## src/rtl/sfps_pkg.sv

```systemverilog
// ---------------------------------------------------------------------------
// sfps_pkg
// Types, constants and twiddle function for the stereo FFT power spectrum.
// ---------------------------------------------------------------------------
`default_nettype none

package sfps_pkg;

	localparam int FFT_POINTS_DEF = 512;
	localparam int FFT_STAGES_DEF = 9;
	localparam int DATA_W         = 36;
	localparam int TW_W           = 18;
	localparam int SAMPLE_W       = 16;
	localparam int POWER_W        = 56;
	localparam int BIN_W          = 12;
	localparam int ACC_W          = 72;

	localparam logic CMD_PUSH = 1'b0;
	localparam logic CMD_READ = 1'b1;

	localparam logic [2:0] MUL_LAST = 3'd4;
	localparam logic [2:0] SQ_LAST  = 3'd2;

	typedef enum logic [3:0] {
		ST_IDLE,
		ST_BF_RD,
		ST_BF_MUL,
		ST_BF_ADD,
		ST_BF_WRB,
		ST_PW_RD,
		ST_PW_ABS,
		ST_PW_MUL,
		ST_EMIT_BIN,
		ST_EMIT_ZERO
	} state_t;

	typedef struct packed {
		logic       wr_push;
		logic       wr_sum;
		logic       wr_diff;
		logic       rd_a;
		logic       rd_b;
		logic       tw_ld;
		logic       mul_en;
		logic [1:0] mul_sel;
		logic       abs_ld;
		logic       sq_en;
		logic       sq_sel;
		logic       out_load;
		logic       out_zero;
		logic       edge_bin;
	} cmd_t;

	// {cos, sin} of an angle in radians, Q2.16, rounded to nearest
	function automatic logic [2*TW_W-1:0] tw_entry(real ang);
		int c;
		int s;
		c = $rtoi($floor($cos(ang) * 65536.0 + 0.5));
		s = $rtoi($floor($sin(ang) * 65536.0 + 0.5));
		return {TW_W'(c), TW_W'(s)};
	endfunction

endpackage

`default_nettype wire

```

## src/rtl/sfps_ctrl.sv

```systemverilog
// ---------------------------------------------------------------------------
// sfps_ctrl
// Controller: sequencing of push, transform butterflies and bin reads.
// ---------------------------------------------------------------------------
`default_nettype none

module sfps_ctrl #(
	parameter int FFT_POINTS = sfps_pkg::FFT_POINTS_DEF,
	parameter int FFT_STAGES = sfps_pkg::FFT_STAGES_DEF
) (
	input  logic                        clk,
	input  logic                        arst_n,
	input  logic                        in_valid,
	output logic                        in_stall,
	input  logic                        command,
	output logic                        out_valid,
	input  logic                        out_stall,
	output sfps_pkg::cmd_t              cmd,
	output logic [FFT_STAGES-1:0]       wr_addr,
	output logic [FFT_STAGES-1:0]       rd_addr_a,
	output logic [FFT_STAGES-1:0]       rd_addr_b,
	output logic [FFT_STAGES-2:0]       tw_idx,
	output logic [sfps_pkg::BIN_W-1:0]  bin,
	output logic                        last
);

	import sfps_pkg::*;

	localparam int ST       = FFT_STAGES;
	localparam int SW       = $clog2(ST);
	localparam int HALF_PTS = FFT_POINTS / 2;

	state_t          state_q, state_d;
	logic [SW-1:0]   stage_q;
	logic [ST-2:0]   bf_q;
	logic [2:0]      cnt_q;
	logic [ST-1:0]   frames_q;
	logic [ST-1:0]   rp_q;
	logic            ready_q;
	logic            out_valid_q;

	logic [ST-1:0]   bx, mask, jx, k0, k1, span, brev;
	logic            out_free, frame_last, bf_last, stage_last, push_acc;

	assign in_stall  = (state_q != ST_IDLE);
	assign out_valid = out_valid_q;
	assign out_free  = !out_valid_q || !out_stall;

	assign bx   = ST'(bf_q);
	assign span = ST'(1) << stage_q;
	assign mask = span - ST'(1);
	assign jx   = bx & mask;
	assign k0   = (((bx >> stage_q) << 1) << stage_q) | jx;
	assign k1   = k0 | span;
	assign tw_idx = (ST-1)'(jx << (SW'(ST-1) - stage_q));

	always_comb begin
		for (int i = 0; i < ST; i++) begin
			brev[i] = frames_q[ST-1-i];
		end
	end

	assign frame_last = (frames_q == ST'(FFT_POINTS-1));
	assign bf_last    = (bf_q == '1);
	assign stage_last = (stage_q == SW'(ST-1));
	assign push_acc   = (state_q == ST_IDLE) && in_valid && (command == CMD_PUSH);

	assign last      = (rp_q == ST'(HALF_PTS));
	assign bin       = BIN_W'(rp_q);
	assign rd_addr_a = (state_q == ST_PW_RD) ? rp_q : k0;
	assign rd_addr_b = k1;

	always_comb begin
		unique case (state_q)
			ST_BF_ADD: wr_addr = k0;
			ST_BF_WRB: wr_addr = k1;
			default:   wr_addr = brev;
		endcase
	end

	always_comb begin
		state_d = state_q;
		unique case (state_q)
			ST_IDLE: begin
				if (in_valid) begin
					if (command == CMD_PUSH) begin
						if (frame_last) state_d = ST_BF_RD;
					end else if (ready_q) begin
						state_d = ST_PW_RD;
					end else begin
						state_d = ST_EMIT_ZERO;
					end
				end
			end
			ST_BF_RD:  state_d = ST_BF_MUL;
			ST_BF_MUL: if (cnt_q == MUL_LAST) state_d = ST_BF_ADD;
			ST_BF_ADD: state_d = ST_BF_WRB;
			ST_BF_WRB: state_d = (bf_last && stage_last) ? ST_IDLE : ST_BF_RD;
			ST_PW_RD:  state_d = ST_PW_ABS;
			ST_PW_ABS: state_d = ST_PW_MUL;
			ST_PW_MUL: if (cnt_q == SQ_LAST) state_d = ST_EMIT_BIN;
			ST_EMIT_BIN, ST_EMIT_ZERO: if (out_free) state_d = ST_IDLE;
			default:   state_d = ST_IDLE;
		endcase
	end

	always_comb begin
		cmd = '0;
		unique case (state_q)
			ST_IDLE:      cmd.wr_push = push_acc;
			ST_BF_RD: begin
				cmd.rd_a  = 1'b1;
				cmd.rd_b  = 1'b1;
				cmd.tw_ld = 1'b1;
			end
			ST_BF_MUL: begin
				cmd.mul_en  = (cnt_q < MUL_LAST);
				cmd.mul_sel = cnt_q[1:0];
			end
			ST_BF_ADD:    cmd.wr_sum = 1'b1;
			ST_BF_WRB:    cmd.wr_diff = 1'b1;
			ST_PW_RD:     cmd.rd_a = 1'b1;
			ST_PW_ABS:    cmd.abs_ld = 1'b1;
			ST_PW_MUL: begin
				cmd.sq_en  = (cnt_q < SQ_LAST);
				cmd.sq_sel = cnt_q[0];
			end
			ST_EMIT_BIN: begin
				cmd.out_load = out_free;
				cmd.edge_bin = (rp_q == '0) || last;
			end
			ST_EMIT_ZERO: begin
				cmd.out_load = out_free;
				cmd.out_zero = 1'b1;
			end
			default:      cmd = '0;
		endcase
	end

	always_ff @(posedge clk or negedge arst_n) begin
		if (!arst_n) begin
			state_q     <= ST_IDLE;
			stage_q     <= '0;
			bf_q        <= '0;
			cnt_q       <= '0;
			frames_q    <= '0;
			rp_q        <= '0;
			ready_q     <= 1'b0;
			out_valid_q <= 1'b0;
		end else begin
			state_q <= state_d;
			if (state_q == ST_BF_MUL || state_q == ST_PW_MUL) begin
				cnt_q <= cnt_q + 3'd1;
			end else begin
				cnt_q <= '0;
			end
			if (push_acc) begin
				ready_q  <= 1'b0;
				frames_q <= frame_last ? '0 : frames_q + ST'(1);
			end
			if (state_q == ST_BF_WRB) begin
				if (bf_last) begin
					bf_q    <= '0;
					stage_q <= stage_last ? '0 : stage_q + SW'(1);
					if (stage_last) begin
						ready_q <= 1'b1;
						rp_q    <= '0;
					end
				end else begin
					bf_q <= bf_q + (ST-1)'(1);
				end
			end
			if (state_q == ST_EMIT_BIN && out_free) begin
				if (last) begin
					ready_q <= 1'b0;
					rp_q    <= '0;
				end else begin
					rp_q <= rp_q + ST'(1);
				end
			end
			if (cmd.out_load) begin
				out_valid_q <= 1'b1;
			end else if (!out_stall) begin
				out_valid_q <= 1'b0;
			end
		end
	end

endmodule

`default_nettype wire

```

## config.mk

```make
export PLATFORM = sky130hd
export DESIGN_NAME = sfps_ctrl
export DESIGN_NICKNAME = d
export VERILOG_FILES = /design/src/rtl/sfps_pkg.sv /design/src/rtl/sfps_ctrl.sv
export SDC_FILE = /design/constraint.sdc
export NUM_CORES = 1
export LEC_CHECK = 0
export BUFFER_PORTS_ARGS = -buffer_cell sky130_fd_sc_hd__buf_4
export CAP_MARGIN = 20
export CORE_ASPECT_RATIO = 0.6
export CORE_UTILIZATION = 35
export DETAILED_ROUTE_END_ITERATION = 16
export SYNTH_ARGS = -nofsm -noshare
export SYNTH_HDL_FRONTEND = slang
export SYNTH_SLANG_ARGS = --single-unit
```

## constraint.sdc

```tcl
create_clock -name clk -period 4.3 [get_ports clk]
set_input_delay 0.645 -clock clk [delete_from_list [all_inputs] [get_ports clk]]
set_output_delay 0.645 -clock clk [all_outputs]
set_load 0.01 [all_outputs]
```

# After elaboration in Yosys (flattened, before gate mapping)
# Index checks and enable logic that the tools add are counted.
# Widths: inputs -> output; s select.
op_classes:
  n_bitwise: 4
  add_sub_neg: 7
  n_mux: 39
  eq_ne: 21
  reduce_logical: 20
  shifts: 4
  order_cmp: 2
op_table:
  columns: ["op", "count"]
  rows:
  - ["$mux 9", 7]
  - ["$pmux 4 s9", 1]
  - ["$mux 4", 8]
  - ["$add 9x1->9 const B", 2]
  - ["$eq 9x9->1 const B", 2]
  - ["$or 9x9->9", 2]
  - ["$pmux 9 s2", 1]
  - ["$mux 1", 17]
  - ["$eq 4x3->1 const B", 4]
  - ["$eq 4x4->1 const B", 3]
  - ["$and 8x9->9", 1]
  - ["$logic_not 9->1", 1]
  - ["$shl 1x4->9 const A", 1]
  - ["$shl 9x4->8", 1]
  - ["$shl 9x4->9", 1]
  - ["$sub 9x1->9 const B", 1]
  - ["$add 8x1->8 const B", 1]
  - ["$eq 4x2->1 const B", 2]
  - ["$eq 8x8->1 const B", 1]
  - ["$mux 8", 1]
  - ["$shr 8x4->8", 1]
  - ["$mux 3", 2]
  - ["$ne 2x2->1 const B", 3]
  - ["$reduce_bool 2->1", 3]
  - ["21 further kinds", 30]
totals:
  input_bits: 5
  out_inout_bits: 65
  ff_bits: 39
  wordCells: 105

# Longest topological paths before layout
# Gate-level depths: netlist (run 1).
depth:
  ltp_word: 9
  mapped_depth: 13
  mapped_depth_nobuf: 10

# Worst setup path after synthesis (run 1)
# OpenSTA, ideal clock, no wires.
synth_path:
  path_kind: "register -> output"
  from: "reg stage_q[0]"
  to: "out rd_addr_b[6]"
  arrival_ns: 2.705
  path_stages_with_launch: 14
  required_time_ns: 3.655
  path_buffers: 3
  slack_ns: 0.950
  path_cell_list: "dfrtp_1 > inv_1 > ha_1 > ha_1 > clkbuf_1 > nand2b_1 > clkbuf_1 > ha_1 > clkbuf_1 > inv_1 > o31ai_1 > nand3_1 > a31oi_1 > o21ai_0"
synth_via:
  elab_chain_len: 5
  elab_cells_between_ends: 7
  cone_classes: "add/sub (1); shift (3); bitwise (3)"
synth_rtl:
  columns: ["item", "line", "source"]
  rows:
  - ["from (decl)", "sfps_ctrl.sv:34", "logic [SW-1:0] stage_q;"]
  - ["from (signal assigned)", "sfps_ctrl.sv:164", "stage_q <= stage_last ? '0 : stage_q + SW'(1);"]
  - ["$shl 1x4->9", "sfps_ctrl.sv:50", "assign span = ST'(1) << stage_q;"]
  - ["$sub 9x1->9", "sfps_ctrl.sv:51", "assign mask = span - ST'(1);"]
  - ["$and 8x9->9", "sfps_ctrl.sv:52", "assign jx = bx & mask;"]
  - ["$or 9x9->9", "sfps_ctrl.sv:53", "assign k0 = (((bx >> stage_q) << 1) << stage_q) | jx;"]
  - ["$or 9x9->9 (*)", "sfps_ctrl.sv:54", "assign k1 = k0 | span;"]
  - ["to (decl)", "sfps_ctrl.sv:21", "output logic [FFT_STAGES-1:0] rd_addr_b,"]
# Mark *: on every way between the ends. The rest lies on a longest branch, timed or not.

# Worst setup path after layout (run 1)
layout_path:
  from: "reg stage_q[1]"
  to: "out rd_addr_a[4]"
layout_via:
  elab_chain_len: 5
  elab_cells_between_ends: 7
  cone_classes: "add/sub (1); shift (3); mux (1); bitwise (2)"
layout_rtl:
  columns: ["item", "line", "source"]
  rows:
  - ["$shl 1x4->9", "sfps_ctrl.sv:50", null]
  - ["$sub 9x1->9", "sfps_ctrl.sv:51", null]
  - ["$and 8x9->9", "sfps_ctrl.sv:52", null]
  - ["$or 9x9->9 (*)", "sfps_ctrl.sv:53", null]
  - ["$mux 9 (*)", "sfps_ctrl.sv:70", "assign rd_addr_a = (state_q == ST_PW_RD) ? rp_q : k0;"]
  - ["to (decl)", "sfps_ctrl.sv:20", "output logic [FFT_STAGES-1:0] rd_addr_a,"]
# Marked as above.

==> impl_metrics.json, run 1 <==
{
  "dp_hpwl_mm": 8.400,
  "cts_buffer_depth": 2,
  "required_ps": 3650,
  "ant_nets": 0,
  "drive_gt1_share_pct": 17.27,
  "ys_warn_count": 0,
  "drv_cap": 0,
  "ys_ff_latch": 39,
  "tritoncts": "done",
  "cts_hold_buf": 0,
  "h-tree-depth": 2,
  "end_kind": "output port",
  "cts.reportedPaths.clkPinSlew_ps": 60,
  "drv_slew": 0,
  "rsz0062_at_grt": "no",
  "cts_setup_buffers": 0,
  "io_buffers": 66,
  "crit_buf_inv": 2,
  "dieArea_mm2": 0.01010,
  "cpMaxStageDelayCell": "dfrtp_1",
  "crit_family": "compound AO/OA/AOI/OAI gates",
  "core_mm2": 0.009290,
  "final_core_util_pct": 43.91,
  "netlist-cell-type-count": 61,
  "cp_common_cell": "ha_1",
  "placedCellCount": 620,
  "holdCritPathClass": "in2async",
  "overflow": 0,
  "critPathKind": "reg2out",
  "drtIter0Drc": 393,
  "final_cell_mix": "71 x buf_4, 52 x nand2_1, 49 x nor2_1, 42 x o21ai_0, 39 x dfrtp_1",
  "crit_path_start_kind": "flip-flop",
  "final_area_mm2": 0.004079,
  "layout.nets": 518,
  "syn_area_mm2": 0.003391,
  "grt.total_usage_pct": 22.85,
  "synth_flop_cell": "dfrtp_1",
  "crit_path_max_incr_delay_ps": 470,
  "via_per_inst": 5.710,
  "firstDrtPassIters": 5,
  "peakVddDrop_mv": 0.1315,
  "whs_ps": 339.7,
  "async_reset_ff_share_pct": 100.0,
  "via_count": 3586,
  "fin_skew_ps": 6.914,
  "crit_chain": "inv_1 > ha_1 > ha_1 > nand2b_1 > ha_1 > nand2b_1 > o21ai_0 > o21ai_0 > a22oi_1 > a21oi_1 > buf_4",
  "die_w_um": 129.1,
  "seq_area_frac_synth_pct": 28.78,
  "tightest_slew_ps": 1058,
  "grt_max_degree": 40,
  "yosys-top-cells-area": "dfrtp_1 29%, o21ai_0 6.2%, ha_1 5.9%",
  "slew_headroom_pct": 27.66,
  "globalplace.congestion": 0.9190,
  "drc": 0,
  "antenna_found_initial": 0,
  "synth_top_area_cell": "dfrtp_1",
  "synth_area_per_cell_um2": 7.469,
  "clkSinkCount": 39,
  "final.setup.tns_ps": 0,
  "path_max_fanout": 9,
  "fmax_ghz": 0.2479,
  "clock_latency_ps": 290,
  "clockRootBuffer": "clkbuf_16",
  "placed_area_mm2": 0.003931,
  "synth_top_area_share_pct": 28.78,
  "path_depth": 11,
  "numCtsBuffers": 5,
  "diodes": 0,
  "drt_wl_total_mm": 11.09,
  "final_common_cell": "buf_4",
  "grt_first_pass_wirelength_mm": 17.70,
  "hold_viol": 0,
  "power_per_cell_area_mw_per_mm2": 183.1,
  "area_growth_pct": 20.30,
  "p_leak_nw": 1.781,
  "period_needed_ps": 4034,
  "finalCritPeriodShare_pct": 93.82,
  "reg2reg_depth": 9,
  "status": "completed",
  "reg2reg_slack_ps": 1140,
  "ioPinCount": 70,
  "stdcell_count": 628,
  "rows": 27,
  "postSynthCellCount": 454,
  "wire_per_inst_um": 17.66,
  "setup_viol": 0,
  "grt_pass1_vias": 3226,
  "initial_core_util_pct": 36.50,
  "synth-edff-count": 0,
  "die_h_um": 78.24,
  "cp.arrival_ps": 3390
}
metrics by stage:
step / setup WS (ps) / total power [mW]
5_1_grt: 78.83 / 0.7799
4_1_cts: 297.6 / 0.7549
2_1_floorplan: 949.6 / 0.3778
6_report: 265.6 / 0.7470
3_5_place_dp: 603.6 / 0.3875
3_3_place_gp: 743.1 / 0.3872
cell type report:
class | count | area, um2
clock inverters | 2 | 12.51
multi-input cells | 364 | 2206
repair buffers | 71 | 533.0
well taps | 130 | 162.7
clock buffers | 6 | 128.9
flip-flops and latches | 39 | 975.9
fillers | 960 | 5211
inverters | 16 | 60.06
worst paths after layout:
check / from / end
setup / recovery: stage_q[1] / rd_addr_a[4]
hold reg to reg: frames_q[8] / frames_q[8]
min in group clk: frames_q[8] / frames_q[8]
hold / removal: arst_n / frames_q[2]
setup reg to reg: frames_q[0] / state_q[0]
max in group asynchronous: arst_n / rp_q[7]
logic make-up (layout without fill, tap and decap cells):
kind of cell | after synthesis | count (layout) | synth area share, %
xor gates and xnor gates | 12 | 12 | 3.100
and+or+nand+nor | 202 | 202 | 30.78
other | 1 | 3 | 0.1106
buffers and inverters | 53 | 95 | 6.568
AOI/OAI and AO/OA | 126 | 126 | 23.17
adders and majority gates | 16 | 16 | 5.904
muxes | 5 | 5 | 1.587
DFF | 39 | 39 | 28.78
power by group:
group / switching (mW) / leakage [nW] / total [mW] / internal, mW
Clock: 0.153 / 0.0669 / 0.367 / 0.214
Sequential: 0.0000000000000000348 / 0.515 / 0.367 / 0.367
Combinational: 0.0104 / 1.20 / 0.0132 / 0.00281
Total: 0.163 / 1.78 / 0.747 / 0.584
metal layers:
metal | track usage, % | vias up | part of all wire, %
met5 | 0 | - | 0
met1 | 36.59 | 1674 | 51
met4 | 3.765 | 0 | 0.57
met2 | 30.05 | 176 | 39
met3 | 5.590 | 9 | 9.5
li1 | - | 1727 | -
sequential cells by signal, summed over array words and instances, names as in the netlist:
| name | cells |
|---|---|
| frames_q | 9 |
| rp_q | 9 |
| bf_q | 8 |
| stage_q | 4 |
| state_q | 4 |
| cnt_q | 3 |
| out_valid | 1 |
| ready_q | 1 |
synthesized netlist by cell type, drive strengths merged (3+ instances only):
cell type / instances
or3b: 3
xnor2: 7
o32ai: 3
and3: 12
o31ai: 3
nand4: 6
or3: 7
nand2: 52
buf: 11
and4: 3
nor4: 4
inv: 14
a22oi: 4
nand3: 11
mux2: 3
nand3b: 3
o211ai: 6
clkbuf: 26
a21o: 4
dfrtp: 39
o21ai: 42
nor2b: 6
nor3: 15
nor4b: 3
ha: 16
nand2b: 11
nor3b: 6
a21oi: 21
nor2: 50
a31oi: 19
xor2: 5
a211oi: 4
worst register-to-register path, cell delays in order, from the launching register on:
cell and delay, ps:
dfrtp_1 440, ha_1 220, and3_1 220, and3_1 210, and3_1 160, ha_1 340
o21ai_0 220, a2111oi_0 960, nand2_1 110, o21ai_0 200
what timing repair did:
action	in CTS	in global routing
setup endpoints to repair	0	1
gates resized for setup	0	1
endpoints found under the hold margin	0	0
No activity file was read; power rests on OpenSTA's default activity.
==> run 2: changes to the inputs <==
Clock period 4.3 ns to 5.24 ns, I/O delays scaled along.
==> run 2 against run 1 <==
  * Wire length is 1.9% higher
  * Cell area fell by 0.61%
  * Via count rose by 2.4%
  * Sequential share of layout area is 0.15 points higher
  * Critical path depth up 1
==> impl_metrics.json, run 2 (same netlist as run 1, synthesis figures left out) <==
{
  "ant_nets": 0,
  "cts_setup_buffers": 0,
  "cts_hold_buf": 0,
  "cts_repair_resize_count": 0,
  "via_per_inst": 5.867,
  "slew_headroom_pct": 27.35,
  "final.setup.tns_ps": 0,
  "end_kind": "output port",
  "tightest_slew_ps": 1062,
  "rsz0062_at_grt": "no",
  "reg2reg_depth": 9,
  "final_common_cell": "buf_4",
  "path_depth": 12,
  "drv_cap": 0,
  "rows": 27,
  "cts.reportedPaths.clkPinSlew_ps": 60,
  "crit_path_max_incr_delay_ps": 480,
  "peakVddDrop_mv": 0.09682,
  "reg2reg_from": "frames_q[0]",
  "cpMaxStageDelayCell": "a31oi_1",
  "power_per_cell_area_mw_per_mm2": 150.5,
  "final_cell_mix": "69 x buf_4, 52 x nand2_1, 49 x nor2_1, 42 x o21ai_0, 39 x dfrtp_1",
  "via_count": 3673,
  "die_h_um": 78.24,
  "cts_buffer_depth": 2,
  "wire_per_inst_um": 18.04,
  "globalplace.congestion": 0.9724,
  "dp_hpwl_mm": 8.495,
  "crit_family": "adder cells",
  "drv_slew": 0,
  "initial_core_util_pct": 36.50,
  "io_buffers": 66,
  "antenna_found_initial": 0,
  "core_mm2": 0.009290,
  "drc": 0,
  "placed_area_mm2": 0.003916,
  "crit_chain": "buf_4 > inv_1 > ha_1 > ha_1 > nand2b_1 > ha_1 > inv_1 > o31ai_1 > nand3_1 > a31oi_1 > o21ai_0 > buf_4",
  "drtIter0Drc": 300,
  "critPathKind": "reg2out",
  "path_max_fanout": 24,
  "setup_viol": 0,
  "drive_gt1_share_pct": 16.53,
  "p_leak_nw": 1.772,
  "drt_wl_total_mm": 11.29,
  "crit_path_start_kind": "flip-flop",
  "period_needed_ps": 4554,
  "clockRootBuffer": "clkbuf_16",
  "crit_buf_inv": 4,
  "grt_max_degree": 40,
  "status": "completed",
  "fmax_ghz": 0.2196,
  "numCtsBuffers": 5,
  "cp_common_cell": "ha_1",
  "tritoncts": "done",
  "power.total_mw": 0.6101,
  "reg2reg_slack_ps": 2010,
  "finalCritPeriodShare_pct": 86.92,
  "dieArea_mm2": 0.01010,
  "hold_viol": 0,
  "final_area_mm2": 0.004054,
  "clkSinkCount": 39,
  "die_w_um": 129.1,
  "grt_pass1_vias": 3194,
  "clock_latency_ps": 280,
  "area_growth_pct": 19.56,
  "overflow": 0,
  "ioPinCount": 70,
  "cp.arrival_ps": 3770,
  "fin_skew_ps": 3.119,
  "firstDrtPassIters": 6,
  "h-tree-depth": 2,
  "reg_top3": "frames_q x9, rp_q x9, bf_q x8",
  "diodes": 0,
  "grt_first_pass_wirelength_mm": 17.64,
  "required_ps": 4450,
  "holdCritPathClass": "in2async",
  "layout.nets": 516,
  "grt.total_usage_pct": 22.97,
  "r2r_end": "state_q[0]"
}
-- run 2: cell count changes in the layout (fill, tap and decap cells not counted), sizes merged --
| cell | change |
|---|---|
| buf | -2 |
| clkbuf | +1 |
| clkinvlp | -1 |
-- run 2: worst max-delay path by stage --
stage / startpoint / endpoint
after global placement: stage_q[0] / rd_addr_b[6]
after detailed placement: stage_q[0] / rd_addr_b[6]
after global routing: stage_q[0] / rd_addr_b[6]
after floorplan: stage_q[0] / rd_addr_b[6]
after CTS: stage_q[0] / rd_addr_b[6]
final: stage_q[0] / rd_addr_b[6]
-- run 2: through the flow --
| step | worst slack, ps | cells | utilization [%] | hold WS (ps) |
|---|---|---|---|---|
| 2_1_floorplan | 1749 | 456 | - | 465.3 |
| 3_3_place_gp | 1214 | 618 | 42.15 | 496.2 |
| 3_5_place_dp | 1119 | 618 | 42.15 | 502.0 |
| 4_1_cts | 813.2 | 626 | 43.64 | 508.7 |
| 5_1_grt | 355.8 | 626 | 43.64 | 531.0 |
| 6_report | 685.6 | 626 | 43.64 | 476.7 |
-- run 2: layout make-up --
cell class                      count  area (um2)
Sequential cell                    39       975.9
Clock buffer                        7       132.6
Multi-Input combinational cell    364        2200
Timing Repair Buffer               69       518.0
Tap cell                          130       162.7
Inverter                           16       60.06
Fill cell                         955        5236
Clock inverter                      1       5.005
-- run 2: worst reg2reg max path, stage by stage, from the launching register on --
cell	delay, ps
dfrtp_1	440
ha_1	220
and3_1	220
and3_1	210
and3_1	170
ha_1	360
o21ai_0	230
a2111oi_0	970
nand2_1	90
o21ai_0	220
-- run 2: power by group --
group,switching [mW],leakage (nW),internal [mW]
combinational,0.00836,1.19,0.00230
clock,0.122,0.0679,0.176
sequential,0.0000000000000000291,0.515,0.301
total,0.130,1.77,0.480
-- run 2: per-layer routing --
metal	up-vias	routed length [um]	track usage [%]
met5	-	0	0
met4	0	154	6.000
met3	15	1110	7.089
met2	187	4360	29.03
met1	1753	5669	35.98
li1	1718	-	-
